--- src/hdl/kvsa_pkg.sv ---
// Package for the LRU slot allocator: request and result structs, action,
// kind, status and register codes. No dependencies.
package kvsa_pkg;

	localparam logic [1:0] ACT_ACQUIRE = 2'd0;
	localparam logic [1:0] ACT_RELEASE = 2'd1;
	localparam logic [1:0] ACT_WRITE   = 2'd2;
	localparam logic [1:0] ACT_QUERY   = 2'd3;

	localparam logic [1:0] KIND_OWNED  = 2'd0;
	localparam logic [1:0] KIND_FREE   = 2'd1;
	localparam logic [1:0] KIND_STOLEN = 2'd2;

	localparam logic [1:0] ST_OK        = 2'd0;
	localparam logic [1:0] ST_BAD_SLOT  = 2'd1;
	localparam logic [1:0] ST_BAD_LAYER = 2'd2;
	localparam logic [1:0] ST_FULL      = 2'd3;

	localparam logic [1:0] REG_LAYER_COUNT    = 2'd0;
	localparam logic [1:0] REG_CONTEXT_LENGTH = 2'd1;
	localparam logic [1:0] REG_ACTIVE_SLOTS   = 2'd2;

	localparam logic [6:0]  LAYER_COUNT_RST    = 7'd32;
	localparam logic [12:0] CONTEXT_LENGTH_RST = 13'd4096;
	localparam logic [3:0]  ACTIVE_SLOTS_RST   = 4'd8;

	typedef struct packed {
		logic [1:0]  action;
		logic [31:0] session_id;
		logic [3:0]  slot_index;
		logic [6:0]  layer_index;
	} req_t;

	typedef struct packed {
		logic [2:0]  granted_slot;
		logic [1:0]  acquire_kind;
		logic [12:0] position;
		logic [8:0]  buffer_index;
		logic        position_advanced;
		logic [3:0]  free_slots;
		logic [1:0]  status;
	} res_t;

endpackage

--- src/hdl/kv_slot_allocator_lru_top.sv ---
// LRU slot allocator top: config registers, request sequencer, result register.
// Sequence from accept to result: an acquire reads every active slot's record (S_SCAN),
// then writes back (S_AWB); other actions read and evaluate one record (S_EVAL); a bad
// slot on other actions skips both; all end in S_OUT, loading the result unless stalled.
// One request at a time: in_stall is high outside S_IDLE until the result loads.
// Reset: owners free, records read as zero, touch clock zero, registers at defaults.
module kv_slot_allocator_lru_top
	import kvsa_pkg::*;
#(
	parameter int MAX_SLOTS   = 8,
	parameter int MAX_LAYERS  = 64,
	parameter int MAX_CONTEXT = 4096
) (
	input  logic        clk,
	input  logic        arst_n,
	input  logic        in_valid,
	output logic        in_stall,
	input  req_t        in_data,
	output logic        out_valid,
	input  logic        out_stall,
	output res_t        out_data,
	input  logic        cfg_valid,
	output logic        cfg_ready,
	input  logic [1:0]  cfg_index,
	input  logic [15:0] cfg_data
);

	localparam int SAW = (MAX_SLOTS > 1) ? $clog2(MAX_SLOTS) : 1;
	localparam int SCW = $clog2(MAX_SLOTS + 1);
	localparam int PW  = $clog2(MAX_CONTEXT + 1);
	localparam int LW  = MAX_LAYERS;
	localparam int RW  = 32 + PW + 64 + LW;
	localparam int FCW = $clog2(MAX_SLOTS + 1);

	localparam logic [2:0] S_IDLE = 3'd0;
	localparam logic [2:0] S_SCAN = 3'd1;
	localparam logic [2:0] S_AWB  = 3'd2;
	localparam logic [2:0] S_EVAL = 3'd3;
	localparam logic [2:0] S_OUT  = 3'd4;

	logic [6:0]  layer_count_q;
	logic [12:0] context_length_q;
	logic [3:0]  active_slots_q;

	logic [2:0]           state_q;
	req_t                 req_q;
	res_t                 res_q;
	logic                 out_valid_q;
	res_t                 out_q;
	logic [MAX_SLOTS-1:0] owner_valid_q;
	logic [63:0]          touch_q;

	logic [SCW-1:0] scan_idx_q;
	logic           ev_s1;
	logic [SAW-1:0] ev_idx_s1;
	logic           found_q;
	logic [SAW-1:0] own_idx_q;
	logic [PW-1:0]  own_pos_q;
	logic [LW-1:0]  own_map_q;
	logic [SAW-1:0] min_idx_q;
	logic [63:0]    min_stamp_q;

	logic [SCW-1:0] nslots;
	logic [6:0]     nl;
	logic [PW-1:0]  nctx;
	logic [LW-1:0]  lmask;

	logic           mem_wr_en;
	logic [SAW-1:0] mem_wr_addr;
	logic [RW-1:0]  mem_wr_data;
	logic           mem_rd_en;
	logic [SAW-1:0] mem_rd_addr;
	logic [RW-1:0]  mem_rd_data;

	logic [31:0]    rd_sess;
	logic [PW-1:0]  rd_pos;
	logic [63:0]    rd_stamp;
	logic [LW-1:0]  rd_map;

	logic           free_any;
	logic [SAW-1:0] free_idx;
	logic [FCW-1:0] free_cnt;
	logic           accept;
	logic           issue;
	logic           slot_bad;
	logic           out_load;

	logic [SAW-1:0] g_idx;
	logic [1:0]     g_kind;
	logic [PW-1:0]  g_pos;
	logic [LW-1:0]  g_map;

	logic [SAW-1:0] e_slot;
	logic           e_layer_bad;
	logic           e_full;
	logic [LW-1:0]  e_map_or;
	logic           e_done;
	logic [11:0]    e_bidx;

	// effective register values
	always_comb begin
		if (active_slots_q == 4'd0) begin
			nslots = SCW'(1);
		end else if (32'(active_slots_q) > MAX_SLOTS) begin
			nslots = SCW'(MAX_SLOTS);
		end else begin
			nslots = SCW'(active_slots_q);
		end
		if (layer_count_q == 7'd0) begin
			nl = 7'd1;
		end else if (32'(layer_count_q) > MAX_LAYERS) begin
			nl = 7'(MAX_LAYERS);
		end else begin
			nl = layer_count_q;
		end
		if (context_length_q == 13'd0) begin
			nctx = PW'(1);
		end else if (32'(context_length_q) > MAX_CONTEXT) begin
			nctx = PW'(MAX_CONTEXT);
		end else begin
			nctx = PW'(context_length_q);
		end
		for (int i = 0; i < LW; i++) begin
			lmask[i] = (i < 32'(nl));
		end
	end

	always_ff @(posedge clk or negedge arst_n) begin
		if (!arst_n) begin
			layer_count_q    <= LAYER_COUNT_RST;
			context_length_q <= CONTEXT_LENGTH_RST;
			active_slots_q   <= ACTIVE_SLOTS_RST;
		end else if (cfg_valid && cfg_ready) begin
			unique case (cfg_index)
				REG_LAYER_COUNT:    layer_count_q    <= cfg_data[6:0];
				REG_CONTEXT_LENGTH: context_length_q <= cfg_data[12:0];
				REG_ACTIVE_SLOTS:   active_slots_q   <= cfg_data[3:0];
				default: ;
			endcase
		end
	end

	assign cfg_ready = 1'b1;

	assign {rd_sess, rd_pos, rd_stamp, rd_map} = mem_rd_data;

	always_comb begin
		free_any = 1'b0;
		free_idx = '0;
		free_cnt = '0;
		for (int i = MAX_SLOTS - 1; i >= 0; i--) begin
			if (i < 32'(nslots) && !owner_valid_q[i]) begin
				free_any = 1'b1;
				free_idx = SAW'(i);
			end
		end
		for (int i = 0; i < MAX_SLOTS; i++) begin
			if (i < 32'(nslots) && !owner_valid_q[i]) begin
				free_cnt = free_cnt + FCW'(1);
			end
		end
	end

	assign in_stall = (state_q != S_IDLE);
	assign accept   = in_valid && !in_stall;
	assign slot_bad = 32'(in_data.slot_index) >= 32'(nslots);
	assign issue    = (state_q == S_SCAN) && (scan_idx_q < nslots);
	assign out_load = (state_q == S_OUT) && (!out_valid_q || !out_stall);

	// acquire grant
	always_comb begin
		if (found_q) begin
			g_idx  = own_idx_q;
			g_kind = KIND_OWNED;
			g_pos  = own_pos_q;
			g_map  = own_map_q;
		end else if (free_any) begin
			g_idx  = free_idx;
			g_kind = KIND_FREE;
			g_pos  = '0;
			g_map  = '0;
		end else begin
			g_idx  = min_idx_q;
			g_kind = KIND_STOLEN;
			g_pos  = '0;
			g_map  = '0;
		end
	end

	// single-slot evaluation
	assign e_slot      = SAW'(req_q.slot_index);
	assign e_layer_bad = 32'(req_q.layer_index) >= 32'(nl);
	assign e_full      = rd_pos >= nctx;
	assign e_map_or    = rd_map | (LW'(1) << req_q.layer_index);
	assign e_done      = (e_map_or & lmask) == lmask;
	assign e_bidx      = 12'(req_q.slot_index) * 12'(nl) + 12'(req_q.layer_index);

	always_comb begin
		mem_rd_en   = 1'b0;
		mem_rd_addr = '0;
		mem_wr_en   = 1'b0;
		mem_wr_addr = '0;
		mem_wr_data = mem_rd_data;
		unique case (state_q)
			S_IDLE: begin
				mem_rd_en   = accept && (in_data.action == ACT_ACQUIRE || !slot_bad);
				mem_rd_addr = (in_data.action == ACT_ACQUIRE) ? '0
					: SAW'(in_data.slot_index);
			end
			S_SCAN: begin
				mem_rd_en   = issue;
				mem_rd_addr = scan_idx_q[SAW-1:0];
			end
			S_AWB: begin
				mem_wr_en   = 1'b1;
				mem_wr_addr = g_idx;
				mem_wr_data = {req_q.session_id, g_pos, touch_q + 64'd1, g_map};
			end
			S_EVAL: begin
				mem_wr_addr = e_slot;
				if (req_q.action == ACT_RELEASE) begin
					mem_wr_en   = 1'b1;
					mem_wr_data = {rd_sess, PW'(0), rd_stamp, LW'(0)};
				end else if (req_q.action == ACT_WRITE && !e_layer_bad && !e_full) begin
					mem_wr_en   = 1'b1;
					mem_wr_data = {rd_sess, e_done ? rd_pos + PW'(1) : rd_pos,
						touch_q + 64'd1, e_done ? LW'(0) : e_map_or};
				end
			end
			default: ;
		endcase
	end

	kvsa_slot_mem #(
		.DEPTH(MAX_SLOTS),
		.AW   (SAW),
		.W    (RW)
	) u_mem (
		.clk    (clk),
		.arst_n (arst_n),
		.wr_en  (mem_wr_en),
		.wr_addr(mem_wr_addr),
		.wr_data(mem_wr_data),
		.rd_en  (mem_rd_en),
		.rd_addr(mem_rd_addr),
		.rd_data(mem_rd_data)
	);

	always_ff @(posedge clk or negedge arst_n) begin
		if (!arst_n) begin
			state_q       <= S_IDLE;
			owner_valid_q <= '0;
			touch_q       <= '0;
			out_valid_q   <= 1'b0;
			ev_s1         <= 1'b0;
			scan_idx_q    <= '0;
			found_q       <= 1'b0;
		end else begin
			if (out_load) begin
				out_valid_q <= 1'b1;
			end else if (!out_stall) begin
				out_valid_q <= 1'b0;
			end
			unique case (state_q)
				S_IDLE: begin
					if (accept) begin
						found_q    <= 1'b0;
						scan_idx_q <= SCW'(1);
						ev_s1      <= 1'b1;
						if (in_data.action == ACT_ACQUIRE) begin
							state_q <= S_SCAN;
						end else if (slot_bad) begin
							state_q <= S_OUT;
						end else begin
							state_q <= S_EVAL;
						end
					end
				end
				S_SCAN: begin
					ev_s1 <= issue;
					if (issue) begin
						scan_idx_q <= scan_idx_q + SCW'(1);
					end
					if (ev_s1 && owner_valid_q[ev_idx_s1] && rd_sess == req_q.session_id
						&& !found_q) begin
						found_q <= 1'b1;
					end
					if (ev_s1 && !issue) begin
						state_q <= S_AWB;
					end
				end
				S_AWB: begin
					owner_valid_q[g_idx] <= 1'b1;
					touch_q              <= touch_q + 64'd1;
					state_q              <= S_OUT;
				end
				S_EVAL: begin
					if (req_q.action == ACT_RELEASE) begin
						owner_valid_q[e_slot] <= 1'b0;
					end else if (req_q.action == ACT_WRITE && !e_layer_bad && !e_full) begin
						touch_q <= touch_q + 64'd1;
					end
					state_q <= S_OUT;
				end
				S_OUT: begin
					if (out_load) begin
						state_q <= S_IDLE;
					end
				end
				default: state_q <= S_IDLE;
			endcase
		end
	end

	// payload registers
	always_ff @(posedge clk) begin
		if (accept) begin
			req_q     <= in_data;
			ev_idx_s1 <= '0;
			res_q     <= '0;
			res_q.granted_slot <= in_data.slot_index[2:0];
			if (in_data.action != ACT_ACQUIRE && slot_bad) begin
				res_q.status <= ST_BAD_SLOT;
			end
		end
		if (state_q == S_SCAN) begin
			if (issue) begin
				ev_idx_s1 <= scan_idx_q[SAW-1:0];
			end
			if (ev_s1) begin
				if (owner_valid_q[ev_idx_s1] && rd_sess == req_q.session_id && !found_q) begin
					own_idx_q <= ev_idx_s1;
					own_pos_q <= rd_pos;
					own_map_q <= rd_map;
				end
				if (ev_idx_s1 == '0 || rd_stamp < min_stamp_q) begin
					min_idx_q   <= ev_idx_s1;
					min_stamp_q <= rd_stamp;
				end
			end
		end
		if (state_q == S_AWB) begin
			res_q.granted_slot <= 3'(g_idx);
			res_q.acquire_kind <= g_kind;
			res_q.position     <= 13'(g_pos);
		end
		if (state_q == S_EVAL) begin
			unique case (req_q.action)
				ACT_WRITE: begin
					res_q.position <= 13'(rd_pos);
					if (e_layer_bad) begin
						res_q.status <= ST_BAD_LAYER;
					end else if (e_full) begin
						res_q.status <= ST_FULL;
					end else begin
						res_q.buffer_index      <= e_bidx[8:0];
						res_q.position_advanced <= e_done;
					end
				end
				ACT_QUERY: begin
					res_q.position <= 13'(rd_pos);
					if (e_layer_bad) begin
						res_q.status <= ST_BAD_LAYER;
					end else begin
						res_q.buffer_index <= e_bidx[8:0];
					end
				end
				default: ;
			endcase
		end
		if (out_load) begin
			out_q            <= res_q;
			out_q.free_slots <= 4'(free_cnt);
		end
	end

	assign out_valid = out_valid_q;
	assign out_data  = out_q;

	a_out_from_seq: assert property (@(posedge clk) disable iff (!arst_n)
		$rose(out_valid_q) |-> $past(state_q) == S_OUT)
		else $error("result raised outside result state");

	a_touch_step: assert property (@(posedge clk) disable iff (!arst_n)
		touch_q == $past(touch_q) || touch_q == $past(touch_q) + 64'd1)
		else $error("touch clock jumped");

	a_scan_bound: assert property (@(posedge clk) disable iff (!arst_n)
		state_q == S_SCAN |-> scan_idx_q <= nslots)
		else $error("scan index beyond active slots");

	a_grant_owns: assert property (@(posedge clk) disable iff (!arst_n)
		state_q == S_AWB |=> $countones(owner_valid_q) >= $past($countones(owner_valid_q)))
		else $error("acquire lost an owner");

endmodule

--- src/hdl/kvsa_slot_mem.sv ---
// Slot record memory: one write port, one registered read port.
// Entries never written read as zero (per-entry init bits). Uses kvsa_pkg.
module kvsa_slot_mem
	import kvsa_pkg::*;
#(
	parameter int DEPTH = 8,
	parameter int AW    = 3,
	parameter int W     = 32
) (
	input  logic          clk,
	input  logic          arst_n,
	input  logic          wr_en,
	input  logic [AW-1:0] wr_addr,
	input  logic [W-1:0]  wr_data,
	input  logic          rd_en,
	input  logic [AW-1:0] rd_addr,
	output logic [W-1:0]  rd_data
);

	logic [W-1:0]     mem [DEPTH];
	logic [DEPTH-1:0] init_q;
	logic [W-1:0]     rd_q;
	logic             rd_init_q;

	always_ff @(posedge clk) begin
		if (wr_en) begin
			mem[wr_addr] <= wr_data;
		end
		if (rd_en) begin
			rd_q <= mem[rd_addr];
		end
	end

	always_ff @(posedge clk or negedge arst_n) begin
		if (!arst_n) begin
			init_q    <= '0;
			rd_init_q <= 1'b0;
		end else begin
			if (wr_en) begin
				init_q[wr_addr] <= 1'b1;
			end
			if (rd_en) begin
				rd_init_q <= init_q[rd_addr];
			end
		end
	end

	assign rd_data = rd_init_q ? rd_q : '0;

endmodule
--- config.mk ---
export PLATFORM = sky130hd
export DESIGN_NAME = kv_slot_allocator_lru_top
export DESIGN_NICKNAME = d
export VERILOG_FILES = /design/src/hdl/kvsa_pkg.sv /design/src/hdl/kv_slot_allocator_lru_top.sv /design/src/hdl/kvsa_slot_mem.sv
export SDC_FILE = /design/constraint.sdc
export NUM_CORES = 2
export LEC_CHECK = 0
export BUFFER_PORTS_ARGS = -buffer_cell sky130_fd_sc_hd__buf_2
export CAP_MARGIN = 20
export CORE_ASPECT_RATIO = 0.5
export CORE_MARGIN = 8
export CORE_UTILIZATION = 54
export CTS_BUF_LIST = sky130_fd_sc_hd__clkbuf_8
export DETAILED_ROUTE_END_ITERATION = 8
export PLACE_DENSITY = 0.72
export REMOVE_ABC_BUFFERS = 1
export SLEW_MARGIN = 20
export SYNTH_ARGS = -nofsm -noshare
export SYNTH_HDL_FRONTEND = slang
export SYNTH_HIERARCHICAL = 1
export SYNTH_SLANG_ARGS = --single-unit
--- constraint.sdc ---
create_clock -name clk -period 22.5 [get_ports clk]
set_clock_uncertainty 0.15 [all_clocks]
set_input_delay 2.25 -clock clk [delete_from_list [all_inputs] [get_ports clk]]
set_output_delay 2.25 -clock clk [all_outputs]
set_load 0.005 [all_outputs]
Word-level counts from Yosys, hierarchy flattened
Memories as Yosys holds them, arrays and structs flattened. A register that Yosys moved wholly into a read port is not among the register bits.
Index checks and enable logic that the tools add are counted.
Operators by class
  bitwise logic cells: 6
  muxes and demuxes: 99
  reductions and logical operators: 67
  equal/unequal tests: 20
  shift-type cells: 1
  multiply operators: 1
  magnitude comparators: 88
  $add $sub $neg: 11
Operators by type and width (count)
  $pmux W173 S2: 1
  $mux W141: 2
  $mux W64: 4
  $lt A6 B7 Y1 const A: 32
  $mux W173: 1
  $pmux W64 S2: 1
  $lt A5 B7 Y1 const A: 16
  $add A64 B1 Y64 const B: 1
  $and A64 B64 Y64: 1
  $eq A64 B64 Y1: 1
  $lt A64 B64 Y1: 1
  $or A64 B64 Y64: 1
  $shl A1 B7 Y64 const A: 1
  $mux W3: 19
  $lt A4 B7 Y1 const A: 8
  $mux W13: 4
  $mux W4: 11
  $pmux W22 S2: 1
  $mux W34: 1
  $add A4 B1 Y4 const B: 8
  $eq A32 B32 Y1: 1
  $lt A3 B7 Y1 const A: 4
  $mux W1: 25
  $logic_and A1 B1 Y1: 24
  54 further kinds: 124
Storage, ports and cells
  bits of input ports: 68
  memories kept: 1
  RAM bits: 1384
  register bits: 374
  output and inout bits: 37
Memory list
  u_mem.mem: depth 8, bits a word 173, rd ports 1, clocked after memory_dff 1, write ports 1, line kvsa_slot_mem.sv:20  | logic [W-1:0] mem [DEPTH];

Longest topological paths before layout
  depth in word-level cells: 21
  depth in mapped cells: 20

Hierarchy
Netlist, hierarchy kept.
By module, submodules not included
  kvsa_slot_mem: area each 58691.3 um^2, cells an instance 2402, times used 1
  kv_slot_allocator_lru_top: area each 21748.4 um^2, cells an instance 2270, times used 1

Worst setup path after synthesis
Ideal clock, no wire load.
  path kind: flip-flop to flip-flop
  from: reg layer_count_q[6]
  to: reg u_mem.init_q[0]
  required time: 22210 ps
  cell stages (with the launch flop): 16
  arrival: 15992 ps
  path slack: 6218 ps
  path through: dfrtp_1 > clkbuf_1 > nor4_1 > a22o_1 > ha_1 > nand2b_1 > a21o_1 > a21o_1 > a21oi_1 > o21ai_1 > or4_1 > clkbuf_1 > a31oi_1 > nand2b_1 > nor3_1 > or2_2
On the way
  longest elaborated chain between the ends: 10
Ends and longest elaborated chain
  from (decl): line kv_slot_allocator_lru_top.sv:41  | logic [6:0] layer_count_q;
  from (signal assigned): line kv_slot_allocator_lru_top.sv:135  | REG_LAYER_COUNT: layer_count_q <= cfg_data[6:0];
  $gt A7 B7 Y1: line kv_slot_allocator_lru_top.sv:111  | end else if (32'(layer_count_q) > MAX_LAYERS) begin
  $mux W7: line kv_slot_allocator_lru_top.sv:111
  $mux W7 *: line kv_slot_allocator_lru_top.sv:109  | if (layer_count_q == 7'd0) begin
  $ge A7 B7 Y1 *: line kv_slot_allocator_lru_top.sv:192  | assign e_layer_bad = 32'(req_q.layer_index) >= 32'(nl);
  $logic_not A1 Y1 *: line kv_slot_allocator_lru_top.sv:224  | end else if (req_q.action == ACT_WRITE && !e_layer_bad && !e_full) begin
  $logic_and A1 B1 Y1 * (2 in series): line kv_slot_allocator_lru_top.sv:224
  $mux W1 *: line kv_slot_allocator_lru_top.sv:224
  $mux W1 *: line kv_slot_allocator_lru_top.sv:221  | if (req_q.action == ACT_RELEASE) begin
  $pmux W1 S2 *: line kv_slot_allocator_lru_top.sv:204  | unique case (state_q)
  via mem_wr_en: line kv_slot_allocator_lru_top.sv:68  | logic mem_wr_en;
  to (signal assigned): line kvsa_slot_mem.sv:36  | init_q <= '0;
  to (signal, indexed assignment): line kvsa_slot_mem.sv:40  | init_q[wr_addr] <= 1'b1;
  to (decl): line kvsa_slot_mem.sv:21  | logic [DEPTH-1:0] init_q;
The timed path passes the listed nets; every way through them passes the cells marked *.
A chain may end at the register's enable or synchronous reset.

Worst setup path in the final report
  from: reg layer_count_q[6]
  to: mem u_mem/mem[2][113] (netlist bit), enable pin
On the way
  longest elaborated chain between the ends: 12
Ends and longest elaborated chain
  $gt A7 B7 Y1: line kv_slot_allocator_lru_top.sv:111
  $mux W7: line kv_slot_allocator_lru_top.sv:111
  $mux W7 *: line kv_slot_allocator_lru_top.sv:109
  $ge A7 B7 Y1 *: line kv_slot_allocator_lru_top.sv:192
  $logic_not A1 Y1 *: line kv_slot_allocator_lru_top.sv:224
  $logic_and A1 B1 Y1 * (2 in series): line kv_slot_allocator_lru_top.sv:224
  $mux W1 *: line kv_slot_allocator_lru_top.sv:224
  $mux W1 *: line kv_slot_allocator_lru_top.sv:221
  $pmux W1 S2 *: line kv_slot_allocator_lru_top.sv:204
  via mem_wr_en: line kv_slot_allocator_lru_top.sv:68
  $mux W1 *: line kvsa_slot_mem.sv:26  | if (wr_en) begin
  $mux W1 (implied by the code) *: line kvsa_slot_mem.sv:27  | mem[wr_addr] <= wr_data;
  to (decl): line kvsa_slot_mem.sv:20
Marked as above.

==> run_results.csv <==
group,metric,value,unit
synthesis,synthArstFlopShare,5.955,%
routing,drc_errors,0,
cts,htree_levels,5,
synthesis,syn_inst,4672,
worst_setup_path,required,22.92,ns
routing,num_vias,42825,
routing,ant_nets,0,
routing,drt-wirelength-per-cell,24.80,µm
die,pin_count,105,
worst_setup_path,crit_top_cell,"buf_4",
placed_design,gp_congestion,0.9188,
synthesis,synth_compound_area_share,3.775,%
synthesis,synth_warnings,6,
worst_setup_path,crit_family,"buffers and inverters",
synthesis,yosys-mux-area-fraction,12.67,%
cts,clock_latency,0.99,ns
synthesis,synth_edf_count,1788,
die,die_h,288.9,µm
sta,worstMarginPinSlew,1.130,ns
power_and_ir_drop,ir_drop,102.0,µV
run,max-cap-violations,0,
worst_setup_path,critical_path.cell_chain,"buf_4 > nor4_1 > a22o_1 > ha_1 > nand2b_1 > a21o_1 > a21o_1 > a21oi_1 > o21ai_1 > or4_1 > a31oi_1 > nand2b_1 > nor2_4 > buf_4 > buf_4 > buf_4 > buf_4",
cts,cts.repair.resized,0,
global_route,antenna_found_initial,1,
worst_setup_path,arrival,8.82,ns
sta,tns,0,ns
min_path,min_to,"out_data[29]",
worst_setup_path,start_kind,"register",
worst_setup_path,critical_path_buf_inv_count,5,
die,fp.dieW,561.8,µm
placed_design,port-buffer-count,100,
sta,slew_headroom,24.70,%
worst_setup_path,r2r-start,"layer_count_q[6]",
power_and_ir_drop,p_leak,29.99,nW
sta,fin_ws,14.09,ns
routing,drt-initial-drc-count,3797,
layout,drive_gt1_share,21.82,%
placed_design,pre_cts_ws,14.27,ns
cts,ctsHoldBuffers,0,
synthesis,ys_seq_elements,1931,
routing,vias_per_cell,6.034,
synthesis,synth_ff_type,"edfxtp_1",
sta,setup_violations,0,
worst_setup_path,cp_max_fo,48,
synthesis,synth_top_family_by_area,"multiplexers",
min_path,min-delay-start,"res_q[29]",
synthesis,synthAdderAreaFrac,2.147,%
synthesis,yosys.area_share.xor_xnor,1.982,%
routing,drt-total-wl,176000,µm
cts,cts_buffers,288,
cts,clk_pin_slew,0.07,ns
synthesis,synthSimpleGateAreaFrac,6.343,%
global_route,grt-ovfl-total,0,
synthesis,ys_types,83,
layout,syn_to_final_growth,9.460,%
power_and_ir_drop,power.density,124.8,nW/µm²
cts,cts-root-buf,"clkbuf_8",
cts,cts_setup_buffers,0,
synthesis,ys_seq_area_share,71.03,%
global_route,grt_pass1_vias,44695,
synthesis,syn-cell-area,80440,µm²
sta,slew_violations,0,
routing,firstDrtPassIters,5,
worst_setup_path,crit_type,"register to register",
sta,hold_viol,0,
placed_design,dp_hpwl,95560,µm
cts,cts.sinks,1931,
worst_setup_path,slowest_delay,0.88,ns
min_path,min_path_type,"register to register",
sta,period_share,37.36,%
layout,final_util,59.39,%
power_and_ir_drop,power,0.01099,W
layout,nets,5113,
cts,clk_path_buf_depth,4,
sta,max_freq,119.0,MHz
sta,rsz0062_at_grt,"false",
worst_setup_path,endpoint_kind,"register",
worst_setup_path,r2r_end,"u_mem/mem[2][113]",
die,num_rows,100,
cts,cts_tree,"built",
die,die-area,162300,µm²
die,core,148300,µm²
outcome,status,"completed",
sta,fin_crit,8.406,ns
worst_setup_path,reg2reg_slack,14.09,ns
worst_setup_path,crit_slowest_cell,"buf_4",
min_path,min_path_cells,0,
die,initial_core_util,54.25,%
global_route,grt_pass1_wl,269900,µm
sta,fin_hold_ws,0.2699,ns
global_route,track_usage,21.61,%
global_route,grt_max_degree,135,
synthesis,syn_avg_cell_area,17.22,µm²
worst_setup_path,rr_worst_depth,17,
flip-flops by register name (all words and copies together) (netlist names), 3 cells and up:
name	cells
u_mem/mem	1384
u_mem/rd_q	173
min_stamp_q	64
own_map_q	64
touch_q	64
req_q	42
out_data	34
res_q	30
context_length_q	13
own_pos_q	13
owner_valid_q	8
u_mem/init_q	8
layer_count_q	7
active_slots_q	4
scan_idx_q	4
e_slot	3
ev_idx_s1	3
min_idx_q	3
own_idx_q	3
state_q	3
through the flow:
stage	instance area (µm²)	std cells
detailed placement	83160	6613
global route	88040	7095
CTS	88010	7092
floorplan	79280	4445
finish	88050	7097
global placement	83160	6613
per-layer routing:
| layer | track usage, % | up-vias | wire, µm |
|---|---|---|---|
| li1 | - | 18635 | - |
| met1 | 30.03 | 22286 | 75130 |
| met2 | 35.35 | 1530 | 85040 |
| met3 | 3.388 | 374 | 11050 |
| met4 | 7.385 | 0 | 4786 |
| met5 | 0 | - | 0 |
power by group:
group	leakage [nW]	internal (W)	total [W]	switching (W)
registers	18.2	0.00496	0.00513	0.000167
logic	8.93	0.00134	0.00336	0.00203
clock network	2.85	0.00122	0.00250	0.00128
cell usage in the layout, fill, tap and decap left out, types with 28 or more instances in the layout:
cell type     n
xnor2_1      91
edfxtp_1   1788
nand2_1     428
dfrtp_1     111
inv_1       229
and2_1      196
nand3_1      61
a22oi_1      39
a21o_1       36
nor3_1       28
a21oi_1     126
mux4_2      349
clkbuf_8    299
buf_4        71
dfxtp_1      28
nand4_1      30
buf_2       100
ha_1        114
o21ai_0     158
nor2_1      112
clkinv_1     54
xor2_1       91
mux2_2      199
worst register-to-register path, cell delays in order (launching register included):
cell and delay [ns]:
dfrtp_1 0.36, buf_4 0.24, nor4_1 0.77, a22o_1 0.45, ha_1 0.30, nand2b_1 0.14
a21o_1 0.17, a21o_1 0.17, a21oi_1 0.22, o21ai_1 0.26, or4_1 0.82, a31oi_1 0.32
nand2b_1 0.26, nor2_4 0.14, buf_4 0.61, buf_4 0.90, buf_4 0.78, buf_4 0.81
cell families after synthesis:
logic type               Yosys count
other                              1
multiplexers                     557
AO/OA/AOI/OAI                    493
adder cells (fa/ha/maj)          129
flip-flops                      1931
AND/OR/NAND/NOR                 1020
buffers and inverters            359
XOR/XNOR                         182
final cells by class:
cell class	count	area [µm²]
Tap cell	1989	2489
Inverter	132	495.5
Timing Repair Buffer	181	1220
Sequential cell	1931	57140
Antenna cell	3	7.507
Clock buffer	299	4115
Clock inverter	180	735.7
Multi-Input combinational cell	2382	21850
Fill cell	10770	60220
how the worst max path moves through the flow:
stage	from	to	slack (ns)	depth (start not counted)
2_1_floorplan	in_data[44]	u_mem/rd_q[0]	4.40	5
3_3_place_gp	layer_count_q[6]	u_mem/mem[2][78]	14.21	17
3_5_place_dp	layer_count_q[6]	u_mem/mem[2][113]	14.27	17
4_1_cts	layer_count_q[6]	u_mem/mem[2][111]	14.21	17
5_1_grt	layer_count_q[6]	u_mem/mem[2][113]	13.82	17
6_report	layer_count_q[6]	u_mem/mem[2][113]	14.09	17
synthesized netlist by cell type (30+ instances only):
master,n,share of area (%)
inv_1,129,0.60
a21oi_1,127,0.79
buf_1,30,0.14
mux2_2,199,2.8
nor2_1,123,0.57
ha_1,114,1.8
nand3_1,61,0.38
a21o_1,37,0.35
nand4_1,30,0.23
nor3_1,31,0.19
clkbuf_1,135,0.63
xnor2_1,91,0.99
mux4_2,349,9.8
dfrtp_1,112,3.5
edfxtp_1,1788,67
o21ai_0,159,0.99
xor2_1,91,0.99
and2_1,196,1.5
a22oi_1,39,0.36
nand2_1,429,2.0
buf_6,33,0.46
No activity file was read; power rests on OpenSTA's default activity.
